File: config.mk
export PLATFORM = sky130hd
export DESIGN_NAME = quadrature_speed_meter
export DESIGN_NICKNAME = d
export VERILOG_FILES = /design/src/hw/rtl/qsm_pkg.sv /design/src/hw/rtl/qsm_ctrl.sv /design/src/hw/rtl/qsm_dp.sv /design/src/hw/rtl/quadrature_speed_meter.sv
export SDC_FILE = /design/constraint.sdc
export NUM_CORES = 2
export LEC_CHECK = 0
export BUFFER_PORTS_ARGS = -buffer_cell sky130_fd_sc_hd__buf_2
export CELL_PAD_IN_SITES_DETAIL_PLACEMENT = 0
export CELL_PAD_IN_SITES_GLOBAL_PLACEMENT = 1
export CORE_MARGIN = 8
export CORE_UTILIZATION = 40
export CTS_BUF_LIST = sky130_fd_sc_hd__clkbuf_4
export DETAILED_ROUTE_END_ITERATION = 12
export GPL_ROUTABILITY_DRIVEN = 0
export PLACE_DENSITY_LB_ADDON = 0.2
export SLEW_MARGIN = 15
export SYNTH_ARGS = -nofsm -noshare
export SYNTH_HDL_FRONTEND = slang
export SYNTH_SLANG_ARGS = --single-unit
File: constraint.sdc
create_clock -name clock -period 18.9 [get_ports clock]
set_input_delay 0.945 -clock clock [delete_from_list [all_inputs] [get_ports clock]]
set_output_delay 0.945 -clock clock [all_outputs]
set_load 0.01 [all_outputs]
File: src/hw/rtl/qsm_pkg.sv
// Shared types and constants for the quadrature speed meter.
// Used by qsm_ctrl, qsm_dp and quadrature_speed_meter; depends on nothing.
package qsm_pkg;

   localparam int COUNT_WIDTH_DEF = 32;

   // Operation codes on the request channel
   localparam logic OP_SAMPLE = 1'b0;
   localparam logic OP_READ   = 1'b1;

   // Configuration register indexes
   localparam logic CSR_PPR    = 1'b0;
   localparam logic CSR_WEIGHT = 1'b1;
   localparam int   CSR_IDX_W  = 1;
   localparam int   CSR_DATA_W = 17;

   localparam logic [15:0] PPR_RESET    = 16'd100;
   localparam logic [16:0] WEIGHT_RESET = 17'd6554;
   localparam logic [16:0] WEIGHT_ONE   = 17'h10000;

   // Quadrature transition table, index = {prev A, prev B, new A, new B}
   localparam logic [15:0] STEP_UP = 16'h2814;
   localparam logic [15:0] STEP_DN = 16'h4182;

   // 60000 * 256 = 7500 << 11: multiply by 7500 bit-serially, shift by 11
   localparam int           RPM_MULT_W = 13;
   localparam logic [12:0]  RPM_MULT   = 13'd7500;
   localparam int           RPM_SHIFT  = 11;
   localparam int           MUL_STEPS  = 13;
   localparam int           MUL_IDX_W  = 4;

   // Denominator 8 * ppr * ms and quotient width
   localparam int DEN_W     = 35;
   localparam int QUO_BITS  = 32;
   localparam int STEP_W    = 5;

   typedef struct packed {
      logic              take_sample;
      logic              start_read;
      logic              mul_step;
      logic              div_step;
      logic              ema_new;
      logic              ema_old;
      logic              ema_round;
      logic [STEP_W-1:0] step;
   } cmd_type;

   typedef struct packed {
      logic ms_zero;
   } status_type;

endpackage

File: src/hw/rtl/qsm_ctrl.sv
// Sequencer for the quadrature speed meter: handshakes and datapath commands.
// Depends on qsm_pkg.
module qsm_ctrl (
   input  logic                clock,
   input  logic                reset,
   input  logic                req_valid,
   input  logic                req_operation,
   output logic                req_stall,
   output logic                rsp_valid,
   input  logic                rsp_stall,
   input  qsm_pkg::status_type status,
   output qsm_pkg::cmd_type    cmd
);

   typedef enum logic [7:0] {
      ST_IDLE      = 8'b0000_0001,
      ST_CHECK     = 8'b0000_0010,
      ST_MUL       = 8'b0000_0100,
      ST_DIV       = 8'b0000_1000,
      ST_EMA_NEW   = 8'b0001_0000,
      ST_EMA_OLD   = 8'b0010_0000,
      ST_EMA_ROUND = 8'b0100_0000,
      ST_DONE      = 8'b1000_0000
   } state_type;

   state_type                    state_ff, state_in;
   logic [qsm_pkg::STEP_W-1:0]   step_ff, step_in;
   logic                         req_take;

   always_comb begin
      req_stall = !((state_ff == ST_IDLE) || (state_ff == ST_DONE)) ||
                  ((state_ff == ST_DONE) && (req_operation == qsm_pkg::OP_READ));
   end

   assign rsp_valid = (state_ff == ST_DONE);
   assign req_take  = req_valid && !req_stall;

   always_comb begin
      state_in        = state_ff;
      step_in         = step_ff;
      cmd             = '0;
      cmd.step        = step_ff;
      cmd.take_sample = req_take && (req_operation == qsm_pkg::OP_SAMPLE);
      case (state_ff)
         ST_IDLE: begin
            if (req_take && (req_operation == qsm_pkg::OP_READ)) begin
               cmd.start_read = 1'b1;
               state_in       = ST_CHECK;
            end
         end
         ST_CHECK: begin
            step_in = '0;
            if (status.ms_zero) begin
               state_in = ST_DONE;
            end else begin
               state_in = ST_MUL;
            end
         end
         ST_MUL: begin
            cmd.mul_step = 1'b1;
            if (step_ff == qsm_pkg::STEP_W'(qsm_pkg::MUL_STEPS - 1)) begin
               step_in  = qsm_pkg::STEP_W'(qsm_pkg::QUO_BITS - 1);
               state_in = ST_DIV;
            end else begin
               step_in = step_ff + 1'b1;
            end
         end
         ST_DIV: begin
            cmd.div_step = 1'b1;
            if (step_ff == '0) begin
               state_in = ST_EMA_NEW;
            end else begin
               step_in = step_ff - 1'b1;
            end
         end
         ST_EMA_NEW: begin
            cmd.ema_new = 1'b1;
            state_in    = ST_EMA_OLD;
         end
         ST_EMA_OLD: begin
            cmd.ema_old = 1'b1;
            state_in    = ST_EMA_ROUND;
         end
         ST_EMA_ROUND: begin
            cmd.ema_round = 1'b1;
            state_in      = ST_DONE;
         end
         ST_DONE: begin
            if (!rsp_stall) begin
               state_in = ST_IDLE;
            end
         end
         default: begin
            state_in = ST_IDLE;
         end
      endcase
   end

   always_ff @(posedge clock) begin
      if (reset) begin
         state_ff <= ST_IDLE;
         step_ff  <= '0;
      end else begin
         state_ff <= state_in;
         step_ff  <= step_in;
      end
   end

endmodule

File: src/hw/rtl/qsm_dp.sv
// Datapath for the quadrature speed meter: pulse counter, shift-add multiplier,
// restoring divider and exponential moving-average filter. Depends on qsm_pkg.
module qsm_dp #(
   parameter int COUNT_WIDTH = qsm_pkg::COUNT_WIDTH_DEF
) (
   input  logic                clock,
   input  logic                reset,
   input  qsm_pkg::cmd_type    cmd,
   output qsm_pkg::status_type status,
   input  logic                req_phase_a,
   input  logic                req_phase_b,
   input  logic [15:0]         req_elapsed_ms,
   input  logic [15:0]         ppr,
   input  logic [16:0]         weight,
   output logic signed [31:0]  rsp_speed_rpm,
   output logic                rsp_time_zero_flag
);

   localparam int NUM_W = COUNT_WIDTH + qsm_pkg::RPM_MULT_W + qsm_pkg::RPM_SHIFT;
   localparam int DSH_W = qsm_pkg::DEN_W + qsm_pkg::QUO_BITS - 1;
   localparam int REM_W = (NUM_W > DSH_W) ? NUM_W : DSH_W;

   logic [1:0]                   prev_ff;
   logic [COUNT_WIDTH-1:0]       count_ff, count_in;
   logic [COUNT_WIDTH-1:0]       mag_ff;
   logic                         neg_ff;
   logic                         zero_ff;
   logic [qsm_pkg::DEN_W-1:0]    den_ff;
   logic [REM_W-1:0]             rem_ff, rem_in;
   logic [qsm_pkg::QUO_BITS-1:0] quo_ff, quo_in;
   logic signed [49:0]           prod_ff;
   logic signed [51:0]           sum_ff;
   logic signed [31:0]           smooth_ff, smooth_in;

   logic [3:0]                   step_idx;
   logic [15:0]                  ppr_eff;
   logic [31:0]                  ppr_ms;
   logic [16:0]                  w_new, w_old;
   logic [REM_W-1:0]             addend, den_sh;
   logic [REM_W:0]               diff;
   logic signed [31:0]           raw;
   logic signed [17:0]           mul_a;
   logic signed [31:0]           mul_b;
   logic signed [49:0]           mul_p;
   logic signed [51:0]           rounded;
   logic signed [35:0]           shifted;

   assign step_idx = {prev_ff, req_phase_a, req_phase_b};
   assign ppr_eff  = (ppr == '0) ? 16'd1 : ppr;
   assign ppr_ms   = 32'(ppr_eff) * 32'(req_elapsed_ms);
   assign w_new    = (weight > qsm_pkg::WEIGHT_ONE) ? qsm_pkg::WEIGHT_ONE : weight;
   assign w_old    = qsm_pkg::WEIGHT_ONE - w_new;

   // Pulse counter: step up, down or hold per transition table; clear on read
   always_comb begin
      count_in = count_ff;
      if (cmd.take_sample) begin
         if (qsm_pkg::STEP_UP[step_idx]) begin
            count_in = count_ff + 1'b1;
         end else if (qsm_pkg::STEP_DN[step_idx]) begin
            count_in = count_ff - 1'b1;
         end
      end
      if (cmd.start_read) begin
         count_in = '0;
      end
   end

   // Remainder register: first accumulates |count| * 7500 << 11, then divides
   always_comb begin
      addend = REM_W'(mag_ff) << (cmd.step[qsm_pkg::MUL_IDX_W-1:0] + qsm_pkg::RPM_SHIFT);
      den_sh = REM_W'(den_ff) << cmd.step;
      diff   = {1'b0, rem_ff} - {1'b0, den_sh};
      rem_in = rem_ff;
      quo_in = quo_ff;
      if (cmd.start_read) begin
         rem_in = '0;
         quo_in = '0;
      end else if (cmd.mul_step) begin
         if (qsm_pkg::RPM_MULT[cmd.step[qsm_pkg::MUL_IDX_W-1:0]]) begin
            rem_in = rem_ff + addend;
         end
      end else if (cmd.div_step) begin
         if (!diff[REM_W]) begin
            rem_in               = diff[REM_W-1:0];
            quo_in[cmd.step]     = 1'b1;
         end
      end
   end

   // Signed raw speed, saturated; quotient top bit means at least 2^31
   always_comb begin
      if (neg_ff) begin
         raw = quo_ff[31] ? 32'sh8000_0000 : -$signed(quo_ff);
      end else begin
         raw = quo_ff[31] ? 32'sh7FFF_FFFF : $signed(quo_ff);
      end
   end

   // One shared multiplier for both filter terms
   always_comb begin
      if (cmd.ema_old) begin
         mul_a = $signed({1'b0, w_old});
         mul_b = smooth_ff;
      end else begin
         mul_a = $signed({1'b0, w_new});
         mul_b = raw;
      end
      mul_p = mul_a * mul_b;
   end

   always_comb begin
      rounded   = sum_ff + 52'sd32768;
      shifted   = rounded[51:16];
      smooth_in = smooth_ff;
      if (cmd.ema_round) begin
         if (!shifted[35] && (shifted[34:31] != 4'h0)) begin
            smooth_in = 32'sh7FFF_FFFF;
         end else if (shifted[35] && (shifted[34:31] != 4'hF)) begin
            smooth_in = 32'sh8000_0000;
         end else begin
            smooth_in = shifted[31:0];
         end
      end
   end

   always_ff @(posedge clock) begin
      if (reset) begin
         prev_ff   <= '0;
         count_ff  <= '0;
         smooth_ff <= '0;
         zero_ff   <= 1'b0;
      end else begin
         count_ff  <= count_in;
         smooth_ff <= smooth_in;
         if (cmd.take_sample) begin
            prev_ff <= {req_phase_a, req_phase_b};
         end
         if (cmd.start_read) begin
            zero_ff <= (req_elapsed_ms == '0);
         end
      end
   end

   always_ff @(posedge clock) begin
      rem_ff <= rem_in;
      quo_ff <= quo_in;
      if (cmd.start_read) begin
         neg_ff <= count_ff[COUNT_WIDTH-1];
         mag_ff <= count_ff[COUNT_WIDTH-1] ? (~count_ff + 1'b1) : count_ff;
         den_ff <= {ppr_ms, 3'b000};
      end
      if (cmd.ema_new) begin
         prod_ff <= mul_p;
      end
      if (cmd.ema_old) begin
         sum_ff <= 52'(prod_ff) + 52'(mul_p);
      end
   end

   assign status.ms_zero     = zero_ff;
   assign rsp_speed_rpm      = smooth_ff;
   assign rsp_time_zero_flag = zero_ff;

endmodule

File: src/hw/rtl/quadrature_speed_meter.sv
// Top level of the quadrature speed meter: configuration registers and the
// controller/datapath pair. Depends on qsm_pkg, qsm_ctrl and qsm_dp.
//
//   Channel   Direction  Handshake              Payload
//   req_      in         req_valid / req_stall  operation, phase_a, phase_b, elapsed_ms
//   rsp_      out        rsp_valid / rsp_stall  speed_rpm, time_zero_flag
//   csr_      in         csr_write_en           csr_index, csr_wdata
//
// Samples are taken one per cycle, back to back, while idle or while a result waits.
// A speed read runs through accept, check, 13 shift-add steps of the rate multiplier,
// 32 steps of the restoring divider and the filter steps new term, old term and round;
// with zero elapsed time it skips from check to the result. The divider loop is longest.
// Reset is synchronous and active high; it clears the count, phases and average.
// A read stalls every request until its result is ready, and further reads until taken.
module quadrature_speed_meter #(
   parameter int COUNT_WIDTH = qsm_pkg::COUNT_WIDTH_DEF
) (
   input  logic                             clock,
   input  logic                             reset,
   input  logic                             req_valid,
   output logic                             req_stall,
   input  logic                             req_operation,
   input  logic                             req_phase_a,
   input  logic                             req_phase_b,
   input  logic [15:0]                      req_elapsed_ms,
   output logic                             rsp_valid,
   input  logic                             rsp_stall,
   output logic signed [31:0]               rsp_speed_rpm,
   output logic                             rsp_time_zero_flag,
   input  logic                             csr_write_en,
   input  logic [qsm_pkg::CSR_IDX_W-1:0]    csr_index,
   input  logic [qsm_pkg::CSR_DATA_W-1:0]   csr_wdata
);

   logic [15:0]          ppr_ff;
   logic [16:0]          weight_ff;
   qsm_pkg::cmd_type     cmd;
   qsm_pkg::status_type  status;

   // Configuration registers: write at the addressed index, no read-back
   always_ff @(posedge clock) begin
      if (reset) begin
         ppr_ff    <= qsm_pkg::PPR_RESET;
         weight_ff <= qsm_pkg::WEIGHT_RESET;
      end else if (csr_write_en) begin
         case (csr_index)
            qsm_pkg::CSR_PPR:    ppr_ff    <= csr_wdata[15:0];
            qsm_pkg::CSR_WEIGHT: weight_ff <= csr_wdata[16:0];
            default: begin
            end
         endcase
      end
   end

   // Sequence the read: multiply, divide, filter, then hold the result; zero time skips to the result
   qsm_ctrl u_ctrl (
      .clock         (clock),
      .reset         (reset),
      .req_valid     (req_valid),
      .req_operation (req_operation),
      .req_stall     (req_stall),
      .rsp_valid     (rsp_valid),
      .rsp_stall     (rsp_stall),
      .status        (status),
      .cmd           (cmd)
   );

   // Count pulses and compute the smoothed speed
   qsm_dp #(
      .COUNT_WIDTH (COUNT_WIDTH)
   ) u_dp (
      .clock              (clock),
      .reset              (reset),
      .cmd                (cmd),
      .status             (status),
      .req_phase_a        (req_phase_a),
      .req_phase_b        (req_phase_b),
      .req_elapsed_ms     (req_elapsed_ms),
      .ppr                (ppr_ff),
      .weight             (weight_ff),
      .rsp_speed_rpm      (rsp_speed_rpm),
      .rsp_time_zero_flag (rsp_time_zero_flag)
   );

endmodule

Word level (Yosys, flattened, before mapping)
Memory sizes are Yosys's and may differ from the RTL's. A register that Yosys moved wholly into a read port is not among the register bits.
Index checks and enable logic that the tools add are counted.

storage, ports and cells
  register bits after elaboration = 378
  memory bits (read-only) = 48
  input port bits = 42
  logic and storage cells = 129
  memories kept = 3

cells by class
  $add $sub $neg = 12
  multiply operators = 2
  $lt $le $gt $ge = 5
  equal/unequal tests = 17
  shift-type cells = 2
  multiplexer cells = 39
  bitwise gates (word level) = 6
  reductions and logical operators = 27

memory list
  memory           words  bits a word  read ports  clocked after memory_dff  write ports  RTL line      text
  (no name shown)  16     1            1           0                         0            qsm_dp.sv:58  if (qsm_pkg::STEP_UP[step_idx]) begin
  (no name shown)  16     1            1           0                         0            qsm_dp.sv:60  end else if (qsm_pkg::STEP_DN[step_idx]) begin
  (no name shown)  16     1            1           1                         0            qsm_dp.sv:80  if (qsm_pkg::RPM_MULT[cmd.step[qsm_pkg::MUL_IDX_W-1:0]]) begin

operator list
  cell                                                                  count
  66-bit 2-to-1 mux                                                     4
  32-bit 2-to-1 mux                                                     7
  66-bit by 66-bit subtractor with 67-bit output                        1
  66-bit adder                                                          1
  32-bit by 32-bit << shifter with 66-bit output                        1
  35-bit by 5-bit << shifter with 66-bit output                         1
  32-bit by 1-bit adder with 32-bit output, second input constant       2
  8-bit case mux with 8 select lines                                    1
  31-bit 2-to-1 mux                                                     2
  52-bit by 17-bit adder with 52-bit output, second input constant      1
  50-bit by 50-bit adder with 51-bit output                             1
  18-bit by 32-bit multiplier with 50-bit output                        1
  8-bit 2-to-1 mux                                                      5
  17-bit 2-to-1 mux                                                     2
  16-bit zero test                                                      2
  16-bit by 16-bit multiplier with 32-bit output                        1
  32-bit negation                                                       1
  32-bit NOT                                                            1
  32-bit bitwise OR                                                     1
  32-bit by 1-bit subtractor with 32-bit output, second input constant  1
  17-bit > comparator, second input constant                            1
  17-bit subtractor, first input constant                               1
  16-bit 2-to-1 mux                                                     1
  5-bit case mux with 3 select lines                                    1
  34 further kinds                                                      69

Logic depth before layout (Yosys ltp)
  depth in word-level cells = 10
  mapped depth = 48
  mapped depth without buffers = 47

By module
A second synthesis with hierarchy kept.

second synthesis, totals
  cell total of the unflattened synthesis = 6796
  area, all modules = 56785.7 µm²

modules (own cells, without submodules)
  module                  times used  cells each  area an instance (µm²)  seq. area each (µm²)
  qsm_dp                  1           6534        54393.4                 7837.5
  quadrature_speed_meter  1           135         1388.8                  660.6
  qsm_ctrl                1           127         1003.5                  260.2

Least setup slack after synthesis
OpenSTA, ideal clock, no wires.

  kind = reg2reg
  start point = register u_ctrl.state_ff[0]
  end point = register u_dp.sum_ff[49] (data pin)
  data arrival time = 10.695 ns
  setup slack = 7.931 ns
  stages on the path, launching flop included = 43
  period minus slack after synthesis = 10.969 ns
  path through = dfxtp_1 or4_4 nor3_1 nand2b_1 clkbuf_1 inv_1 clkbuf_1 buf_1 clkbuf_1 a21oi_1 nor2_1 fa_1 inv_1 fa_1 fa_1 inv_1 fa_1 fa_1 [7 not listed] nor3_1 o2bb2ai_1 a31oi_1 o21ai_0 a221oi_1 nand2b_1 a21oi_1 xnor2_1 ha_1 a21o_1 a21o_1 a21oi_1 nor2b_1 o21ai_0 nand2_1 a21o_1 a311oi_1 o311ai_1

between the ends
  word-level cells in the longest chain between the ends = 5
  elaborated cells on any way between the ends = 6
  those cells by class = add/sub (1); mul (1); eq/ne (1); mux (3)

RTL lines
  what                                                    RTL line         text
  start: declaration                                      qsm_ctrl.sv:26   state_type state_ff, state_in;
  start signal: assignment                                qsm_ctrl.sv:104  state_ff <= state_in;
  8-bit by 6-bit == test with 1-bit output (*)            qsm_ctrl.sv:44   case (state_ff)
  1-bit 2-to-1 mux (*)                                    qsm_ctrl.sv:44
  17-bit 2-to-1 mux or 32-bit 2-to-1 mux (tied branches)  qsm_dp.sv:102    if (cmd.ema_old) begin
  18-bit by 32-bit multiplier with 50-bit output (*)      qsm_dp.sv:109    mul_p = mul_a * mul_b;
  via u_dp.mul_p[42]                                      qsm_dp.sv:44     logic signed [49:0] mul_p;
  50-bit by 50-bit adder with 51-bit output (*)           qsm_dp.sv:157    sum_ff <= 52'(prod_ff) + 52'(mul_p);
  end signal: assignment                                  qsm_dp.sv:157
  end: declaration                                        qsm_dp.sv:32     logic signed [51:0] sum_ff;

The timed path passes the listed nets; every way through them passes the cells marked *.
A chain may end at the register's enable or synchronous reset.

Final worst setup path
  start point = register weight_ff[6]
  end point = register u_dp.sum_ff[49] (data pin)

between the ends
  word-level cells in the longest chain between the ends = 6

RTL lines
  what                                                RTL line                      text
  start: declaration                                  quadrature_speed_meter.sv:36  logic [16:0] weight_ff;
  start signal: assignment                            quadrature_speed_meter.sv:44  weight_ff <= qsm_pkg::WEIGHT_RESET;
  start signal: assignment                            quadrature_speed_meter.sv:48  qsm_pkg::CSR_WEIGHT: weight_ff <= csr_wdata[16:0];
  17-bit > comparator                                 qsm_dp.sv:51                  assign w_new = (weight > qsm_pkg::WEIGHT_ONE) ? qsm_pkg::WEIGHT_ONE : weight;
  17-bit 2-to-1 mux (*)                               qsm_dp.sv:51
  17-bit subtractor                                   qsm_dp.sv:52                  assign w_old = qsm_pkg::WEIGHT_ONE - w_new;
  17-bit 2-to-1 mux (*)                               qsm_dp.sv:102
  18-bit by 32-bit multiplier with 50-bit output (*)  qsm_dp.sv:109
  via u_dp.mul_p[42]                                  qsm_dp.sv:44
  50-bit by 50-bit adder with 51-bit output (*)       qsm_dp.sv:157

Marks and branches as above.

==> impl_metrics.ini <==
[place]
place_area_sq_um = 59200
port_buffers = 76
dp_cells = 8607
hpwlAfterDp_um = 145000

[floorplanning]
die_height_um = 393
rows = 138
start_util_pct = 40.3
boundaryPins = 77
coreArea_sq_um = 141000
dieWidth_um = 393
die_area_sq_um = 155000

[worst_setup_path]
max_stage_delay_ps = 620
path_max_fanout = 9
start_kind = flip-flop
required_ps = 19650
arrival_ps = 13070
crit_slowest_cell = a2111oi_0
crit_type = flip-flop to flip-flop
critical_path.endpoint_type = flip-flop

[clock_tree]
cts_setup_buffers = 0
clock_sinks = 363
cts_tree = done
clk_latency_ps = 1120
cts_resized = 0
root_buffer = clkbuf_4
cts.path.max_buffers = 3
h-tree-depth = 3
clk_pin_slew_worst_paths_ps = 70
numCtsBuffers = 108
postCtsHoldBufs = 1

[synth]
ys.flop_type = dfxtp_1
async_reset_ff_share_pct = 0
syn_inst = 6898
yosys_warnings = 0
ys_types = 89
yosys.area.top_type_share_pct = 25.2
synth-edff-count = 151
syn_area_per_cell_sq_um = 8.26
syn_area_sq_um = 57000
synth.area.top_cells = fa_1, ha_1, edfxtp_1, dfxtp_1, nand2_1
yosysTopAreaCell = fa_1
yosys_register_bits = 363
yosysSeqAreaShare_pct = 15.4

[drt]
first_pass_iters = 7
drc = 0
postRouteAntennaNets = 0
wire_per_inst_um = 20.6
vias = 48400
vias_per_cell = 5.50
drtIter0Drc = 3792
routed_wl_um = 181000

[status]
status = complete, no violations

[final_layout]
area_growth_pct = 6.49
final_cells = 8814
finalInstanceArea_sq_um = 60700
fill_cells = 14500
layout_commonest_cell = nand2_1
multi_input_area_sq_um = 43800
final_cell_mix = nand2_1, inv_1, fa_1, nor2_1, a21oi_1
layout-drive-gt1-share_pct = 6.88
final_nets = 8022
seq_area_sq_um = 8790

[sta]
maxSlewViolCount = 0
setup_viol = 0
finalSetupTns_ps = 0
maxSlewHeadroom_pct = 18.5
timing.fmax_ghz = 0.0812
final_hold_viol_count = 0
finalCritPeriodShare_pct = 65.2
worstMarginPinSlew_ps = 1210
min_period_ps = 12320
fin_skew_ps = 130
rsz0062_at_grt = no

[pwr]
power.leakage_uw = 0.0288
power_density_nw_per_um2 = 126
ir_drop_mv = 0.0789

[global_routing]
grt_pass1_wl_um = 286000
grt_pass1_vias = 48600
grt_max_degree = 79
overflow = 0
grt_usage_pct = 23.1
antenna_found_initial = 15

[flow_run]
maxCapViolations = 0

[min_path]
hold_path_class = input port to flip-flop
[state kept, by name, summed over array words and instances, names as in the netlist, 17 cells and up, named ones only]
name,cells
u_dp.count_ff,32
weight_ff,17
u_dp.sum_ff,36
u_dp.mag_ff,32
u_dp.rsp_speed_rpm,32
u_dp.prod_ff,50
u_dp.quo_ff,32
u_dp.rem_ff,66
u_dp.den_ff,32
[report_power, final]
part / switching, uW / internal, uW
registers: 140 / 1080
clock network: 407 / 415
logic: 3370 / 2220
total: 3910 / 3720
[final timing paths]
path / from / end / slack, ps / depth (start not counted)
setup reg to reg: weight_ff[6] / u_dp.sum_ff[49] / 6580 / 41
hold reg to reg: u_dp.rem_ff[0] / u_dp.rem_ff[0] / 460 / 2
hold / removal: csr_wdata[2] / ppr_ff[2] / 140 / 3
setup / recovery: weight_ff[6] / u_dp.sum_ff[49] / 6580 / 41
[Yosys cell counts (12+ instances only)]
library cell  instances
ha_1                435
edfxtp_1            151
and3_1               53
fa_1                717
o211ai_1             31
nor2b_1              66
a211o_1              18
dfxtp_1             212
nor3b_1              15
nor2_1              622
nor4_1               20
inv_1               873
a21boi_0             14
xor2_1              102
a31oi_1              66
a211oi_1             73
nand3_1              96
or3_1                33
a21oi_1             462
nor3_1              101
o21a_1               35
nand4_1              56
mux4_2               35
nand2_1             972
o31ai_1              33
o21bai_1             56
clkbuf_1            303
buf_1                35
o21ai_0             273
or2_2                23
xnor2_1             226
and4_1               15
o22ai_1              26
a311oi_1             12
mux2_2               31
nand2b_1             52
and2_1              121
nand3b_1             15
mux2i_1              66
a21o_1              202
[metrics by stage]
step                hold slack, ps  power (uW)  worst slack, ps  util, %
floorplan                      436        5360             7930        -
global placement               448        6750             6900     41.8
detailed placement             454        6780             6680     41.8
CTS                           3.32        7660             6690     42.9
global route                  51.7        8400             5760     42.9
finish                         144        7630             6580     42.9
[final cells by class]
type                            count  area share (%)
Clock inverter                     44           0.485
Inverter                          875            5.42
Sequential cell                   363            14.5
Multi-Input combinational cell   5324            72.2
Timing Repair Buffer              156            1.63
Tap cell                         1890            3.90
Clock buffer                      152            1.88
Antenna cell                       10          0.0413
[kinds of logic after synthesis]
group / synth area share (%)
XOR/XNOR: 5.04
AO/OA/AOI/OAI: 15.6
other: 0.00658
AND/OR/NAND/NOR: 17.9
adder cells (fa/ha/maj): 34.8
flip-flops: 15.4
multiplexers: 3.20
buffers and inverters: 8.02
[metal layers]
metal / routed length, um / up-vias / track usage, %
met5: 13 / - / 0
met4: 5750 / 2 / 6.98
met3: 10900 / 241 / 3.15
met2: 78000 / 1356 / 35.3
met1: 86600 / 24000 / 34.0
li1: - / 22900 / -
[critical path: cells and delay by family (launching register included)]
kind | cells | cell delay [ps]
compound gates | 17 | 5270
xor+xnor | 1 | 170
fa+ha+maj | 9 | 3470
buf+inv | 2 | 100
flops | 1 | 320
simple gates | 12 | 2740
No activity file was read; power rests on OpenSTA's default activity.
